[src/sv/slce_pkg.sv]
// Shared definitions for the status LED color engine: command codes, color codes,
// the fixed color tables and the beat record passed between the pipeline stages.
// Depends on nothing; every other file in the block imports it.
package slce_pkg;

   localparam int PixelWidth = 24;
   localparam int LevelWidth = 8;
   localparam int CodeWidth  = 4;
   localparam int CountWidth = 10;
   localparam int HueWidth   = 8;

   // Command codes.
   localparam logic [1:0] CMD_STATUS = 2'd0;
   localparam logic [1:0] CMD_COLOR  = 2'd1;
   localparam logic [1:0] CMD_RGB    = 2'd2;
   localparam logic [1:0] CMD_TICK   = 2'd3;

   // Color codes.
   localparam logic [CodeWidth-1:0] COLOR_OFF     = 4'd0;
   localparam logic [CodeWidth-1:0] COLOR_RED     = 4'd1;
   localparam logic [CodeWidth-1:0] COLOR_GREEN   = 4'd2;
   localparam logic [CodeWidth-1:0] COLOR_BLUE    = 4'd3;
   localparam logic [CodeWidth-1:0] COLOR_YELLOW  = 4'd4;
   localparam logic [CodeWidth-1:0] COLOR_PURPLE  = 4'd5;
   localparam logic [CodeWidth-1:0] COLOR_WHITE   = 4'd6;
   localparam logic [CodeWidth-1:0] COLOR_ORANGE  = 4'd7;
   localparam logic [CodeWidth-1:0] COLOR_RAINBOW = 4'd8;

   localparam logic [CodeWidth-1:0] STATUS_COUNT = 4'd12;
   localparam logic [LevelWidth-1:0] WHEEL_LEVEL = 8'd16;

   typedef logic [LevelWidth-1:0] level_type;
   typedef logic [PixelWidth-1:0] pixel_type;

   // One beat between the command stage and the output register.
   typedef struct packed {
      logic                  wheel;   // pixel comes from the hue wheel
      pixel_type             rgb;     // finished GRB word when not a wheel beat
      logic [HueWidth-1:0]   hue;
   } slce_beat_type;

   function automatic pixel_type pack_grb(input level_type r, input level_type g,
                                          input level_type b);
      return {g, r, b};
   endfunction

   // Device state to color code; only codes below STATUS_COUNT are meaningful.
   function automatic logic [CodeWidth-1:0] status_color(input logic [CodeWidth-1:0] status);
      logic [CodeWidth-1:0] code;
      unique case (status)
         4'd0, 4'd1:         code = COLOR_WHITE;
         4'd2:               code = COLOR_RED;
         4'd3, 4'd4:         code = COLOR_YELLOW;
         4'd5, 4'd6:         code = COLOR_BLUE;
         4'd7:               code = COLOR_GREEN;
         4'd8, 4'd9, 4'd10:  code = COLOR_YELLOW;
         4'd11:              code = COLOR_BLUE;
         default:            code = COLOR_OFF;
      endcase
      return code;
   endfunction

   // Fixed colors for the codes off through orange.
   function automatic pixel_type named_pixel(input logic [2:0] code);
      pixel_type p;
      unique case (code)
         3'd0:    p = pack_grb(8'd0,  8'd0,  8'd0);
         3'd1:    p = pack_grb(8'd32, 8'd0,  8'd0);
         3'd2:    p = pack_grb(8'd0,  8'd32, 8'd0);
         3'd3:    p = pack_grb(8'd0,  8'd0,  8'd32);
         3'd4:    p = pack_grb(8'd24, 8'd24, 8'd0);
         3'd5:    p = pack_grb(8'd24, 8'd0,  8'd24);
         3'd6:    p = pack_grb(8'd8,  8'd8,  8'd8);
         default: p = pack_grb(8'd32, 8'd16, 8'd0);
      endcase
      return p;
   endfunction

   // floor(16 * x / 255). With v = 16x below 255 * 256, v / 255 equals
   // (v + (v >> 8) + 1) >> 8.
   function automatic level_type scale16(input level_type x);
      logic [12:0] v;
      logic [12:0] s;
      v = {1'b0, x, 4'b0000};
      s = v + {9'd0, x[7:4]} + 13'd1;
      return {3'b000, s[12:8]};
   endfunction

endpackage

[src/sv/slce_cmd.sv]
// Command stage: holds the enable register, color mode and rainbow counter,
// decodes each accepted command and registers the resulting beat. Uses slce_pkg.
module slce_cmd (
   input  logic                                clock,
   input  logic                                reset,
   input  logic                                csr_wr_en,
   input  logic                                csr_wr_data,
   input  logic                                req_valid,
   output logic                                req_ready,
   input  logic [1:0]                          req_cmd,
   input  logic [3:0]                          req_status_code,
   input  logic                                req_web_access,
   input  logic [3:0]                          req_color_code,
   input  logic [7:0]                          req_red,
   input  logic [7:0]                          req_green,
   input  logic [7:0]                          req_blue,
   output logic                                beat_valid,
   input  logic                                beat_ready,
   output slce_pkg::slce_beat_type             beat
);
   import slce_pkg::*;

   logic                    enable_ff;
   logic [CodeWidth-1:0]    mode_ff, mode_in;
   logic [CountWidth-1:0]   count_ff, count_in;
   logic                    valid_ff, valid_in;
   slce_beat_type           beat_ff, beat_in;

   logic                    accept;
   logic [CodeWidth-1:0]    mode_next;
   logic [CountWidth-1:0]   count_next;
   logic [CodeWidth-1:0]    status_code;
   logic                    emit;

   assign req_ready = !valid_ff || beat_ready;
   assign accept    = req_valid && req_ready;

   always_comb begin
      mode_next    = mode_ff;
      count_next   = count_ff;
      emit         = 1'b0;
      beat_in      = '0;
      status_code  = status_color(req_status_code);
      unique case (req_cmd)
         CMD_STATUS: begin
            if (enable_ff) begin
               if (req_web_access) begin
                  mode_next = COLOR_RAINBOW;
               end else if (req_status_code < STATUS_COUNT) begin
                  mode_next   = status_code;
                  emit        = 1'b1;
                  beat_in.rgb = named_pixel(status_code[2:0]);
               end
            end
         end
         CMD_COLOR: begin
            mode_next   = req_color_code;
            emit        = enable_ff && !req_color_code[3];
            beat_in.rgb = named_pixel(req_color_code[2:0]);
         end
         CMD_RGB: begin
            emit        = enable_ff;
            beat_in.rgb = pack_grb(req_red, req_green, req_blue);
         end
         CMD_TICK: begin
            if (enable_ff && mode_ff == COLOR_RAINBOW) begin
               count_next    = count_ff + 10'd1;
               emit          = 1'b1;
               beat_in.wheel = 1'b1;
            end
         end
         default: begin
         end
      endcase
      // The hue is taken after the increment.
      beat_in.hue = count_next[CountWidth-1:CountWidth-HueWidth];

      mode_in  = accept ? mode_next : mode_ff;
      count_in = accept ? count_next : count_ff;
      if (req_ready) begin
         valid_in = accept && emit;
      end else begin
         valid_in = valid_ff;
      end
   end

   always_ff @(posedge clock) begin
      if (reset) begin
         enable_ff <= 1'b0;
         mode_ff   <= COLOR_OFF;
         count_ff  <= '0;
         valid_ff  <= 1'b0;
      end else begin
         if (csr_wr_en) begin
            enable_ff <= csr_wr_data;
         end
         mode_ff  <= mode_in;
         count_ff <= count_in;
         valid_ff <= valid_in;
      end
   end

   always_ff @(posedge clock) begin
      if (accept) begin
         beat_ff <= beat_in;
      end
   end

   assign beat_valid = valid_ff;
   assign beat       = beat_ff;

endmodule

[src/sv/slce_wheel.sv]
// Color wheel: turns a registered beat into its GRB pixel word, computing the
// integer HSV wheel color at level 16 for rainbow beats. Uses slce_pkg.
module slce_wheel (
   input  slce_pkg::slce_beat_type   beat,
   output slce_pkg::pixel_type       pixel
);
   import slce_pkg::*;

   logic [16:0]          prod;
   logic [2:0]           region_est;
   logic [2:0]           region;
   logic [8:0]           rem_raw;
   logic [5:0]           rem;
   logic [7:0]           rem6;
   level_type            q;
   level_type            t;
   level_type            r;
   level_type            g;
   level_type            b;
   pixel_type            wheel_pixel;

   always_comb begin
      // hue / 43 by reciprocal 381 / 2^14, off by at most one below.
      prod       = {9'd0, beat.hue} * 17'd381;
      region_est = prod[16:14];
      rem_raw    = {1'b0, beat.hue} - ({6'd0, region_est} * 9'd43);
      if (rem_raw >= 9'd43) begin
         region = region_est + 3'd1;
         rem    = 6'(rem_raw - 9'd43);
      end else begin
         region = region_est;
         rem    = rem_raw[5:0];
      end
      rem6 = {2'd0, rem} * 8'd6;
      q    = scale16(8'd255 - rem6);
      t    = scale16(rem6);

      unique case (region)
         3'd0: begin r = WHEEL_LEVEL; g = t;           b = 8'd0;        end
         3'd1: begin r = q;           g = WHEEL_LEVEL; b = 8'd0;        end
         3'd2: begin r = 8'd0;        g = WHEEL_LEVEL; b = t;           end
         3'd3: begin r = 8'd0;        g = q;           b = WHEEL_LEVEL; end
         3'd4: begin r = t;           g = 8'd0;        b = WHEEL_LEVEL; end
         default: begin r = WHEEL_LEVEL; g = 8'd0;     b = q;           end
      endcase
      wheel_pixel = pack_grb(r, g, b);
      pixel       = beat.wheel ? wheel_pixel : beat.rgb;
   end

endmodule

[src/sv/slce_out.sv]
// Output register for the result channel: holds one finished pixel beat until
// the receiver takes it. Uses slce_pkg for the pixel type.
module slce_out (
   input  logic                    clock,
   input  logic                    reset,
   input  logic                    in_valid,
   output logic                    in_ready,
   input  slce_pkg::pixel_type     in_pixel,
   output logic                    rsp_valid,
   input  logic                    rsp_ready,
   output slce_pkg::pixel_type     rsp_pixel_grb
);
   import slce_pkg::*;

   logic        valid_ff, valid_in;
   pixel_type   pixel_ff;

   assign in_ready = !valid_ff || rsp_ready;
   assign valid_in = in_ready ? in_valid : valid_ff;

   always_ff @(posedge clock) begin
      if (reset) begin
         valid_ff <= 1'b0;
      end else begin
         valid_ff <= valid_in;
      end
   end

   always_ff @(posedge clock) begin
      if (in_ready && in_valid) begin
         pixel_ff <= in_pixel;
      end
   end

   assign rsp_valid     = valid_ff;
   assign rsp_pixel_grb = pixel_ff;

endmodule

[src/sv/status_led_color_engine.sv]
// Status LED color engine top level: command stage, color wheel and output register.
// Depends on slce_pkg, slce_cmd, slce_wheel and slce_out.
//
// Usage: commands arrive on the req_ channel (valid/ready). A status update, named
// color, direct RGB or tick beat yields at most one 24-bit GRB pixel on the rsp_
// channel; commands that select rainbow mode, unknown codes, ticks outside rainbow
// mode and anything sent while disabled produce no pixel. csr_wr_en writes the
// enable bit from csr_wr_data at once; write it only while the block is idle.
// Path: each pixel is held first in the command register, then in the output register;
// the wheel math sits between them.
// Throughput: one command per cycle, sustained, as long as rsp_ready stays high.
// When the receiver stalls, the output register holds its beat and the command
// register fills behind it; req_ready drops only when both are occupied.
// Reset clears the enable bit, selects color mode off, zeroes the rainbow
// counter and empties both pipeline registers.
module status_led_color_engine (
   input  logic                    clock,
   input  logic                    reset,
   input  logic                    csr_wr_en,
   input  logic                    csr_wr_data,
   input  logic                    req_valid,
   output logic                    req_ready,
   input  logic [1:0]              req_cmd,
   input  logic [3:0]              req_status_code,
   input  logic                    req_web_access,
   input  logic [3:0]              req_color_code,
   input  logic [7:0]              req_red,
   input  logic [7:0]              req_green,
   input  logic [7:0]              req_blue,
   output logic                    rsp_valid,
   input  logic                    rsp_ready,
   output logic [23:0]             rsp_pixel_grb
);
   import slce_pkg::*;

   logic            beat_valid;
   logic            beat_ready;
   slce_beat_type   beat;
   pixel_type       beat_pixel;

   slce_cmd u_cmd (
      .clock           (clock),
      .reset           (reset),
      .csr_wr_en       (csr_wr_en),
      .csr_wr_data     (csr_wr_data),
      .req_valid       (req_valid),
      .req_ready       (req_ready),
      .req_cmd         (req_cmd),
      .req_status_code (req_status_code),
      .req_web_access  (req_web_access),
      .req_color_code  (req_color_code),
      .req_red         (req_red),
      .req_green       (req_green),
      .req_blue        (req_blue),
      .beat_valid      (beat_valid),
      .beat_ready      (beat_ready),
      .beat            (beat)
   );

   slce_wheel u_wheel (
      .beat  (beat),
      .pixel (beat_pixel)
   );

   slce_out u_out (
      .clock         (clock),
      .reset         (reset),
      .in_valid      (beat_valid),
      .in_ready      (beat_ready),
      .in_pixel      (beat_pixel),
      .rsp_valid     (rsp_valid),
      .rsp_ready     (rsp_ready),
      .rsp_pixel_grb (rsp_pixel_grb)
   );

endmodule

[config.mk]
export PLATFORM = sky130hd
export DESIGN_NAME = status_led_color_engine
export DESIGN_NICKNAME = d
export VERILOG_FILES = /design/src/sv/slce_pkg.sv /design/src/sv/slce_cmd.sv /design/src/sv/slce_wheel.sv /design/src/sv/slce_out.sv /design/src/sv/status_led_color_engine.sv
export SDC_FILE = /design/constraint.sdc
export NUM_CORES = 1
export LEC_CHECK = 0
export ABC_AREA = 1
export CORE_MARGIN = 10
export CORE_UTILIZATION = 60
export CTS_CLUSTER_SIZE = 30
export DETAILED_ROUTE_END_ITERATION = 10
export DONT_BUFFER_PORTS = 1
export GPL_TIMING_DRIVEN = 0
export PLACE_DENSITY_LB_ADDON = 0.1
export SYNTH_ARGS = -nofsm -noshare
export SYNTH_HDL_FRONTEND = slang
export SYNTH_HIERARCHICAL = 1
export SYNTH_SLANG_ARGS = --single-unit
[constraint.sdc]
create_clock -name clock -period 14.6 [get_ports clock]
set_clock_uncertainty 0.05 [all_clocks]
set_input_delay 0.73 -clock clock [delete_from_list [all_inputs] [get_ports clock]]
set_output_delay 0.73 -clock clock [all_outputs]
set_load 0.1 [all_outputs]
# Yosys cells after proc, flatten, opt, wreduce, memory -nomap -nowiden
# Memory sizes are Yosys's and may differ from the RTL's.
# Index checks and enable logic that the tools add are counted.
word_totals:
  word_cells: 91
  latch_bits: 0
  mem_bits_ro: 48
  ram_bits: 0
  ff_bits: 74
  memories: 1
  output_inout_bits: 26
mem_list:
  columns: ["memory", "depth", "width", "rd", "rd_ports_with_merged_regs", "wr", "line", "text"]
  rows:
  - ["(no name shown)", 16, 3, 1, 0, 0, "slce_pkg.sv:50", "unique case (status)"]
classes:
  magnitude_cmp: 2
  eq_ne: 22
  shift: 0
  add_sub_neg: 9
  multipliers: 3
  div_mod_pow: 0
  bitwise: 0
  mux: 23
  n_reduce_logical: 21
ops:
  columns: ["op", "count"]
  rows:
  - ["case mux 22 bit (7 select lines)", 2]
  - ["two-way mux 24 bit", 3]
  - ["case mux 24 bit (3 select lines)", 1]
  - ["case mux 5 bit (3 select lines)", 3]
  - ["adder 12 x 4 -> 13 bit", 2]
  - ["adder 13 x 1 -> 13 bit, second input constant", 2]
  - ["two-way mux 22 bit", 1]
  - ["equality test 3 bit, second input constant", 7]
  - ["two-way mux 10 bit", 2]
  - ["equality test 3 x 2 -> 1 bit, second input constant", 6]
  - ["multiplier 8 x 9 -> 17 bit, second input constant", 1]
  - ["two-way mux 4 bit", 3]
  - ["adder 10 x 1 -> 10 bit, second input constant", 1]
  - ["equality test 3 x 1 -> 1 bit, second input constant", 3]
  - [">= comparator 9 x 6 -> 1 bit, second input constant", 1]
  - ["logical NOT 3 bit", 3]
  - ["multiplier 3 x 6 -> 9 bit, second input constant", 1]
  - ["subtractor 8 x 9 -> 9 bit", 1]
  - ["case mux 4 bit (2 select lines)", 1]
  - ["OR reduction 2 bit", 4]
  - ["subtractor 8 bit, first input constant", 1]
  - ["multiplier 6 x 2 -> 7 bit, second input constant", 1]
  - ["two-way mux 6 bit", 1]
  - ["subtractor 6 bit, second input constant", 1]
  - ["17 further kinds", 28]

# Longest topological paths before layout
# Gate-level depths: netlist of run 1.
logic_depth:
  word_depth: 11
  mapped_depth: 49
  mapped_depth_nobuf: 49

# By module
# The synthesis of run 1 kept the hierarchy.
modules_own_cells:
  columns: ["module", "instances", "seq_area_each_um2", "area_per_inst_um2", "cells_per_inst"]
  rows:
  - ["slce_wheel", 1, 0.0, 2956.6, 442]
  - ["slce_cmd", 1, 1311.3, 2449.8, 292]
  - ["slce_out", 1, 740.7, 768.2, 30]

# Least setup slack after synthesis of run 1
# No wires, ideal clock.
synth_timing:
  path_kind: "reg-to-reg"
  startpoint: "register u_cmd.beat_ff (netlist bit u_cmd/beat[5])"
  endpoint: "register u_out.pixel_ff[10] (netlist: u_out/rsp_pixel_grb[10]), data pin"
  required_ns: 14.298
  t_arrival_ns: 7.774
  setup_time_ns: 0.252
  path_stages_with_launch: 47
  setup_slack_ns: 6.523
  period_less_slack_ns: 8.077
  n_path_buf: 0
  cell_sequence: "edfxtp_1 fa_1 inv_1 fa_1 inv_1 ha_1 xnor2_1 fa_1 inv_1 ha_1 nand2_1 inv_2 nand2_1 nand2_1 nand2_1 nand3_2 nand2_1 nand2_1 [11 not listed] nor2_1 nand2_1 nor2_2 nand2_4 nand2_1 o21ai_0 ha_1 fa_1 nand2_1 inv_1 o21ai_0 nand3_1 nand2_2 nand3_4 nand3_1 nand2_1 nand2_1 nand2_1"
synth_via:
  elab_chain_cells: 11
  elab_cells_between_ends: 21
synth_lines:
  columns: ["element", "line", "text"]
  rows:
  - ["from (decl)", "slce_cmd.sv:27", "slce_beat_type beat_ff, beat_in;"]
  - ["from (signal assigned)", "slce_cmd.sv:105", "beat_ff <= beat_in;"]
  - ["multiplier 8 x 9 -> 17 bit", "slce_wheel.sv:24", "prod = {9'd0, beat.hue} * 17'd381;"]
  - ["multiplier 3 x 6 -> 9 bit", "slce_wheel.sv:26", "rem_raw = {1'b0, beat.hue} - ({6'd0, region_est} * 9'd43);"]
  - ["subtractor 8 x 9 -> 9 bit", "slce_wheel.sv:26", null]
  - [">= comparator 9 x 6 -> 1 bit or subtractor 6 bit (tied branches)", "slce_wheel.sv:27, slce_wheel.sv:29", null]
  - ["two-way mux 6 bit", "slce_wheel.sv:27", "if (rem_raw >= 9'd43) begin"]
  - ["multiplier 6 x 2 -> 7 bit", "slce_wheel.sv:34", "rem6 = {2'd0, rem} * 8'd6;"]
  - ["subtractor 8 bit", "slce_wheel.sv:35", "q = scale16(8'd255 - rem6);"]
  - ["adder 12 x 4 -> 13 bit", "slce_pkg.sv:85", "s = v + {9'd0, x[7:4]} + 13'd1;"]
  - ["adder 13 x 1 -> 13 bit", "slce_pkg.sv:85", null]
  - ["case mux 5 bit (3 select lines) (*)", "slce_wheel.sv:38", "unique case (region)"]
  - ["two-way mux 24 bit (*)", "slce_wheel.sv:47", "pixel = beat.wheel ? wheel_pixel : beat.rgb;"]
  - ["net beat_pixel[10]", "status_led_color_engine.sv:39", "pixel_type beat_pixel;"]
  - ["to (signal assigned)", "slce_out.sv:31", "pixel_ff <= in_pixel;"]
  - ["to (decl)", "slce_out.sv:16", "pixel_type pixel_ff;"]
# Mark *: on every way through the listed nets, which the timed path passes. The rest lies on a longest branch.
# A chain may end at the register's enable or synchronous reset.

# Worst setup path in the final report of run 1
layout_timing:
  startpoint: "register u_cmd.beat_ff (netlist bit u_cmd/beat[5])"
  endpoint: "register u_out.pixel_ff[16] (netlist: u_out/rsp_pixel_grb[16]), data pin"
# Same word-level chain as after synthesis.

==> summary.md, run 1 <==
| Metric | Value |
|---|---|
| Status | finished clean |
| Max H-tree Level | 3 |
| R2r worst-path depth | 46 |
| DRT Wirelength | 12700 um |
| Via density | 5.25 |
| Area growth syn-to-layout | 6.24% |
| Die Span Y | 121 um |
| First-pass GRT wire length | 21200 um |
| Gr ovfl total | 0 |
| Setup CP Type | reg -> reg |
| Mean area per synthesized cell | 8.08 um2 |
| Crit path capture | u_out/rsp_pixel_grb[16] |
| CTS tree | yes |
| Final hold vios | 0 |
| Final setup fails | 0 |
| DRT Pass-1 Iters | 6 |
| CP arrival | 9.04 ns |
| Crit path from | u_cmd/beat[5] |
| Die area | 14700 um2 |
| Period utilization | 0.615 |
| Post-CTS Hold Fix Bufs | 0 |
| R2R Path End | u_out/rsp_pixel_grb[16] |
| R2r setup slk | 5.62 ns |
| Synth top cells by count | inv_1, nand2_1, nor2_1 |
| CP max-delay cell | fa_1 |
| Yosys top cell area share | 0.277 |
| Row count | 36 |
| GP Congestion | 0.944 |
| Endpoint class of the critical path | register |
| CP most frequent cell | nand2_1 |
| # Post-CTS Setup Buffers | 0 |
| Synthesized area | 6170 um2 |
| Delay of the slowest critical-path stage | 0.67 ns |
| Max FO, Critical Path | 10 |
| Worst slew pin tran | 1.04 ns |
| Num ports | 67 |
| Reg2reg start | u_cmd/beat[5] |
| CTS root buf | clkbuf_8 |
| Final Slew Violations | 0 |
| Core area | 9910 um2 |
| Die W | 121 um |
| Remaining antenna violation count | 0 |
| Worst skew pair latency | 0.34 ns |
| Sequential area share after synthesis | 0.332 |
| Critical Path Start Type | register |
| DRC | 0 |
| Ys Warns | 6 |
| Top cells by area, synth | edfxtp_1, ha_1, inv_1 |
| Flops & latches, synth | 74 |
| Largest net degree at the start of global routing | 43 |
| Minimum clock period | 8.98 ns |
| Sum Neg Setup Slack | 0 ns |
| Slew headroom | 0.306 |
| Number of synthesized flops with an enable pin | 57 |
| Post-CTS Resized | 0 |
| Cell taking the most area after synthesis | edfxtp_1 |
| # clock sinks | 74 |
| Initial Utilization | 0.623 |
| Synth Instances | 764 |
| Count leader, synth | inv_1 |
| Clock buffer count from CTS | 9 |
| GRT Util Overall | 0.172 |
| Diode count | 0 |
| Routed WL per cell | 13.8 um |
| Initial antenna violation count | 0 |
| Reg clk slew, reported paths | 0.08 ns |
| Post-DP HPWL | 10400 um |
| Vias after detailed routing | 4794 |
| Asr flop ratio synth | 0 |
| Worst min path class | in -> reg |
| Max Cap Viol | 0 |
| Syn_nets | 892 |
| Clock buffer depth | 2 |
| Initial DRC Count | 325 |
| Worst path required time | 14.65 ns |
| Fmax achieved | 111 MHz |
| RSZ-0062 raised after global routing | no |
| Post-synth cell types | 37 |
| Layout cells sized above 1 | 0.0960 |
| Port buffer count | 0 |
| Number of global-route vias before repair | 4708 |
| Main synth FF type | edfxtp_1 |
| Final net count | 904 |
==> kinds of logic (layout without fill, tap and decap cells) <==
kind of cell | Yosys count | after routing | synth area share
AO/OA/AOI/OAI | 85 | 85 | 0.0762
adder cells (fa/ha/maj) | 87 | 87 | 0.204
flip-flops | 74 | 74 | 0.332
XOR/XNOR | 27 | 27 | 0.0383
AND/OR/NAND/NOR | 318 | 318 | 0.243
buffers and inverters | 173 | 190 | 0.106
==> worst max-delay path: cells and delay by family, from the launching register on <==
kind | cells | cell delay (ns)
simple gates | 20 | 2.10
xor+xnor | 4 | 0.66
compound gates | 7 | 1.14
buf+inv | 5 | 0.26
flops | 1 | 0.54
fa+ha+maj | 10 | 4.02
==> layer usage <==
| metal | wire length (um) | GRT usage | part of all wire |
|---|---|---|---|
| met4 | 190 | 0.0484 | 0.015 |
| met2 | 6240 | 0.295 | 0.49 |
| met1 | 5640 | 0.215 | 0.45 |
| met5 | 0 | 0 | 0 |
| met3 | 591 | 0.0326 | 0.047 |
==> layout make-up <==
| cell class | count | area [um2] |
|---|---|---|
| buffer | 8 | 37.5 |
| clock buffer | 9 | 124 |
| clock inverter | 7 | 76.3 |
| fill | 842 | 3350 |
| inverter | 165 | 619 |
| multi-input combinational | 517 | 3470 |
| sequential | 74 | 2050 |
| tap | 133 | 166 |
| timing repair buffer | 1 | 15.0 |
==> worst min-delay path by stage <==
| stage | startpoint | to | slack [ns] | depth (start not counted) |
|---|---|---|---|---|
| 3_5_place_dp | u_cmd/beat[27] | u_out/rsp_pixel_grb[19] | 0.45 | 2 |
| 4_1_cts | reset | u_out/rsp_valid | 0.38 | 1 |
| 2_1_floorplan | u_cmd/beat_valid | u_out/rsp_valid | 0.40 | 2 |
| 6_report | reset | u_out/rsp_valid | 0.40 | 1 |
| 3_3_place_gp | u_cmd/count_ff[1] | u_cmd/count_ff[1] | 0.45 | 2 |
| 5_1_grt | reset | u_out/rsp_valid | 0.38 | 1 |
==> cells in the final DEF (no fill, tap or decap), types with 3 or more instances in the layout <==
| master | count |
|---|---|
| clkbuf_8 | 9 |
| nor2_1 | 73 |
| nand3_2 | 7 |
| o21ai_1 | 3 |
| nand2_1 | 143 |
| nand4_1 | 12 |
| xor2_1 | 19 |
| inv_1 | 159 |
| nand3_1 | 39 |
| a21o_1 | 3 |
| ha_1 | 64 |
| clkbuf_1 | 4 |
| nor2_4 | 4 |
| xnor2_1 | 8 |
| inv_2 | 6 |
| fa_1 | 23 |
| nor2_2 | 5 |
| nand2_2 | 16 |
| o21ai_0 | 25 |
| a21oi_1 | 41 |
| buf_2 | 3 |
| dfxtp_1 | 17 |
| nor3_1 | 7 |
| edfxtp_1 | 57 |
| nand2_4 | 6 |
| o21ai_2 | 4 |
==> registers in the layout, summed over array words and instances (netlist names) <==
register	cells
u_out/rsp_valid	1
u_cmd/beat_valid	1
u_cmd/mode_ff	4
u_cmd/enable_ff	1
u_cmd/count_ff	10
u_cmd/beat	33
u_out/rsp_pixel_grb	24
==> per-stage QoR <==
step,cells,instance area [um2],setup WS [ns],utilization,hold WS (ns)
CTS,914,6560,5.59,0.662,0.377
global route,914,6560,4.86,0.662,0.382
floorplan,764,6170,6.52,-,0.403
finish,914,6560,5.62,0.662,0.398
detailed placement,898,6360,5.66,0.642,0.453
global placement,897,6340,5.79,0.640,0.447
Power of run 1 is not shown: default switching activity piles up to over one toggle a cycle in this logic, so the estimate is an artifact.
==> inputs of run 2 (changes only) <==
Clock period 14.6 ns to 9.2 ns, I/O delays scaled along.
==> run 2 against run 1 <==
  * Wire length rose by 1.8%
  * Highest routed layer unchanged
  * Cell area up 1.8%
  * Critical endpoint is now u_out/rsp_pixel_grb[3]
  * Final cell count grew 1.3%
  * Critical path type unchanged
  * Hold slack got worse by 0.27 ns
==> summary.md, run 2 (synthesis results as in run 1) <==
| Metric | Value |
|---|---|
| CTS tree | yes |
| Max Cap Viol | 0 (unchanged) |
| CP arrival | 8.85 ns (-0.19 ns) |
| First-pass GRT wire length | 21200 um (unchanged) |
| Reg area | 2050 um2 (unchanged) |
| # clock sinks | 74 (unchanged) |
| Reg clk slew, reported paths | 0.07 ns (about the same) |
| Most common cell after layout, fill and taps aside | inv_1 |
| Post-DP HPWL | 10400 um (unchanged) |
| DRC | 0 (unchanged) |
| DRT Wirelength | 12900 um (+1.8%) |
| # fillers | 822 (-2.4%) |
| Final setup fails | 0 (unchanged) |
| Footprint of the multi-input gates | 3500 um2 (+0.87%) |
| Slew headroom | 0.306 (about the same) |
| Cell Area, Placed | 6360 um2 (unchanged) |
| Max FO, Critical Path | 10 (unchanged) |
| Post-CTS Hold Fix Bufs | 0 (unchanged) |
| Max H-tree Level | 3 (unchanged) |
| Final net count | 916 (+1.3%) |
| Diode count | 0 (unchanged) |
| Post-route design area | 6680 um2 (+1.8%) |
| Worst slew pin tran | 1.04 ns (-0.0000636 ns) |
| Row count | 36 (unchanged) |
| Die Span Y | 121 um (unchanged) |
| Initial DRC Count | 411 (+26%) |
| Num ports | 67 (unchanged) |
| Delay of the slowest critical-path stage | 0.63 ns (-0.04 ns) |
| Via density | 5.23 (-0.29%) |
| Largest net degree at the start of global routing | 43 (unchanged) |
| Fmax achieved | 115 MHz (+3.1%) |
| CTS root buf | clkbuf_8 |
| Die W | 121 um (unchanged) |
| Area growth syn-to-layout | 8.19% |
| Status | finished clean |
| Worst skew pair latency | 0.34 ns (about the same) |
| Worst min path class | in -> reg |
| Die area | 14700 um2 (unchanged) |
| Remaining antenna violation count | 0 (unchanged) |
| GRT Util Overall | 0.172 (unchanged) |
| Port buffer count | 0 (unchanged) |
| Vias after detailed routing | 4843 (+1.0%) |
| Max reg flops | 33 (unchanged) |
| CP most frequent cell | nand2_1 |
| Endpoint class of the critical path | register |
| Clock buffer count from CTS | 9 (unchanged) |
| Number of global-route vias before repair | 4708 (unchanged) |
| Period utilization | 0.947 (+0.332) |
| Minimum clock period | 8.72 ns (-0.267 ns) |
| Final Slew Violations | 0 (unchanged) |
| Clock buffer depth | 2 (unchanged) |
| Worst hold margin | 0.127 ns (-0.271 ns) |
| Layout cells sized above 1 | 0.116 (+0.0200) |
| Final hold vios | 0 (unchanged) |
| Most frequent cells in the layout | inv_1, nand2_1, nor2_1 |
| Worst path required time | 9.33 ns (-5.32 ns) |
| Initial Utilization | 0.623 (unchanged) |
| DRT Pass-1 Iters | 5 (-1) |
| Setup CP Type | reg -> reg |
| Gr ovfl total | 0 (unchanged) |
| Routed WL per cell | 13.9 um (+0.53%) |
| Initial antenna violation count | 0 (unchanged) |
| GP Congestion | 0.944 (unchanged) |
| Critical Path Start Type | register |
| Core area | 9910 um2 (unchanged) |
| CP max-delay cell | fa_2 |
run 2: cell types whose count changed in the layout (fill, tap and decap cells not counted), sizes merged:
cell,delta
buf,+12
run 2: layout make-up:
| cell class | count | area share |
|---|---|---|
| Sequential cell | 74 | 0.307 |
| Tap cell | 133 | 0.0249 |
| Clock inverter | 7 | 0.0114 |
| Timing Repair Buffer | 13 | 0.0157 |
| Multi-Input combinational cell | 517 | 0.524 |
| Clock buffer | 9 | 0.0185 |
| Inverter | 165 | 0.0927 |
| Buffer | 8 | 0.00562 |
run 2: worst paths after layout:
check,slack [ns],to,cells past startpoint,startpoint
worst max-delay path,0.48,u_out/rsp_pixel_grb[3],47,u_cmd/beat[5]
worst min-delay path,0.13,u_out/rsp_valid,1,reset
worst max register to register,0.48,u_out/rsp_pixel_grb[3],47,u_cmd/beat[5]
worst min register to register,0.47,u_out/rsp_pixel_grb[11],2,u_cmd/beat[19]
run 2: per-stage QoR:
stage	worst slack [ns]	cells	utilization	setup TNS [ns]
after floorplan	1.12	764	-	0
after global placement	0.388	897	0.640	0
after detailed placement	0.262	898	0.642	0
after CTS	0.188	914	0.662	0
after global routing	-0.0466	926	0.674	-0.124
final	0.483	926	0.674	0
run 2: critical path: cells and delay by family (launching register included):
kind / cells / cell delay (ns)
xor+xnor: 5 / 0.77
flops: 1 / 0.45
buf+inv: 8 / 0.61
fa+ha+maj: 9 / 3.56
simple gates: 15 / 1.67
compound gates: 10 / 1.43
run 2: timing repair:
action | CTS | global route
endpoints found under the setup margin | 0 | 15
gates resized for setup | 0 | 9
setup buffers | 0 | 12
run 2: metal layers:
layer,GRT usage,part of all wire
met3,0.0326,0.049
met5,0,0
met2,0.295,0.49
met1,0.215,0.44
met4,0.0484,0.019
Power of run 2 is left out for the same reason.
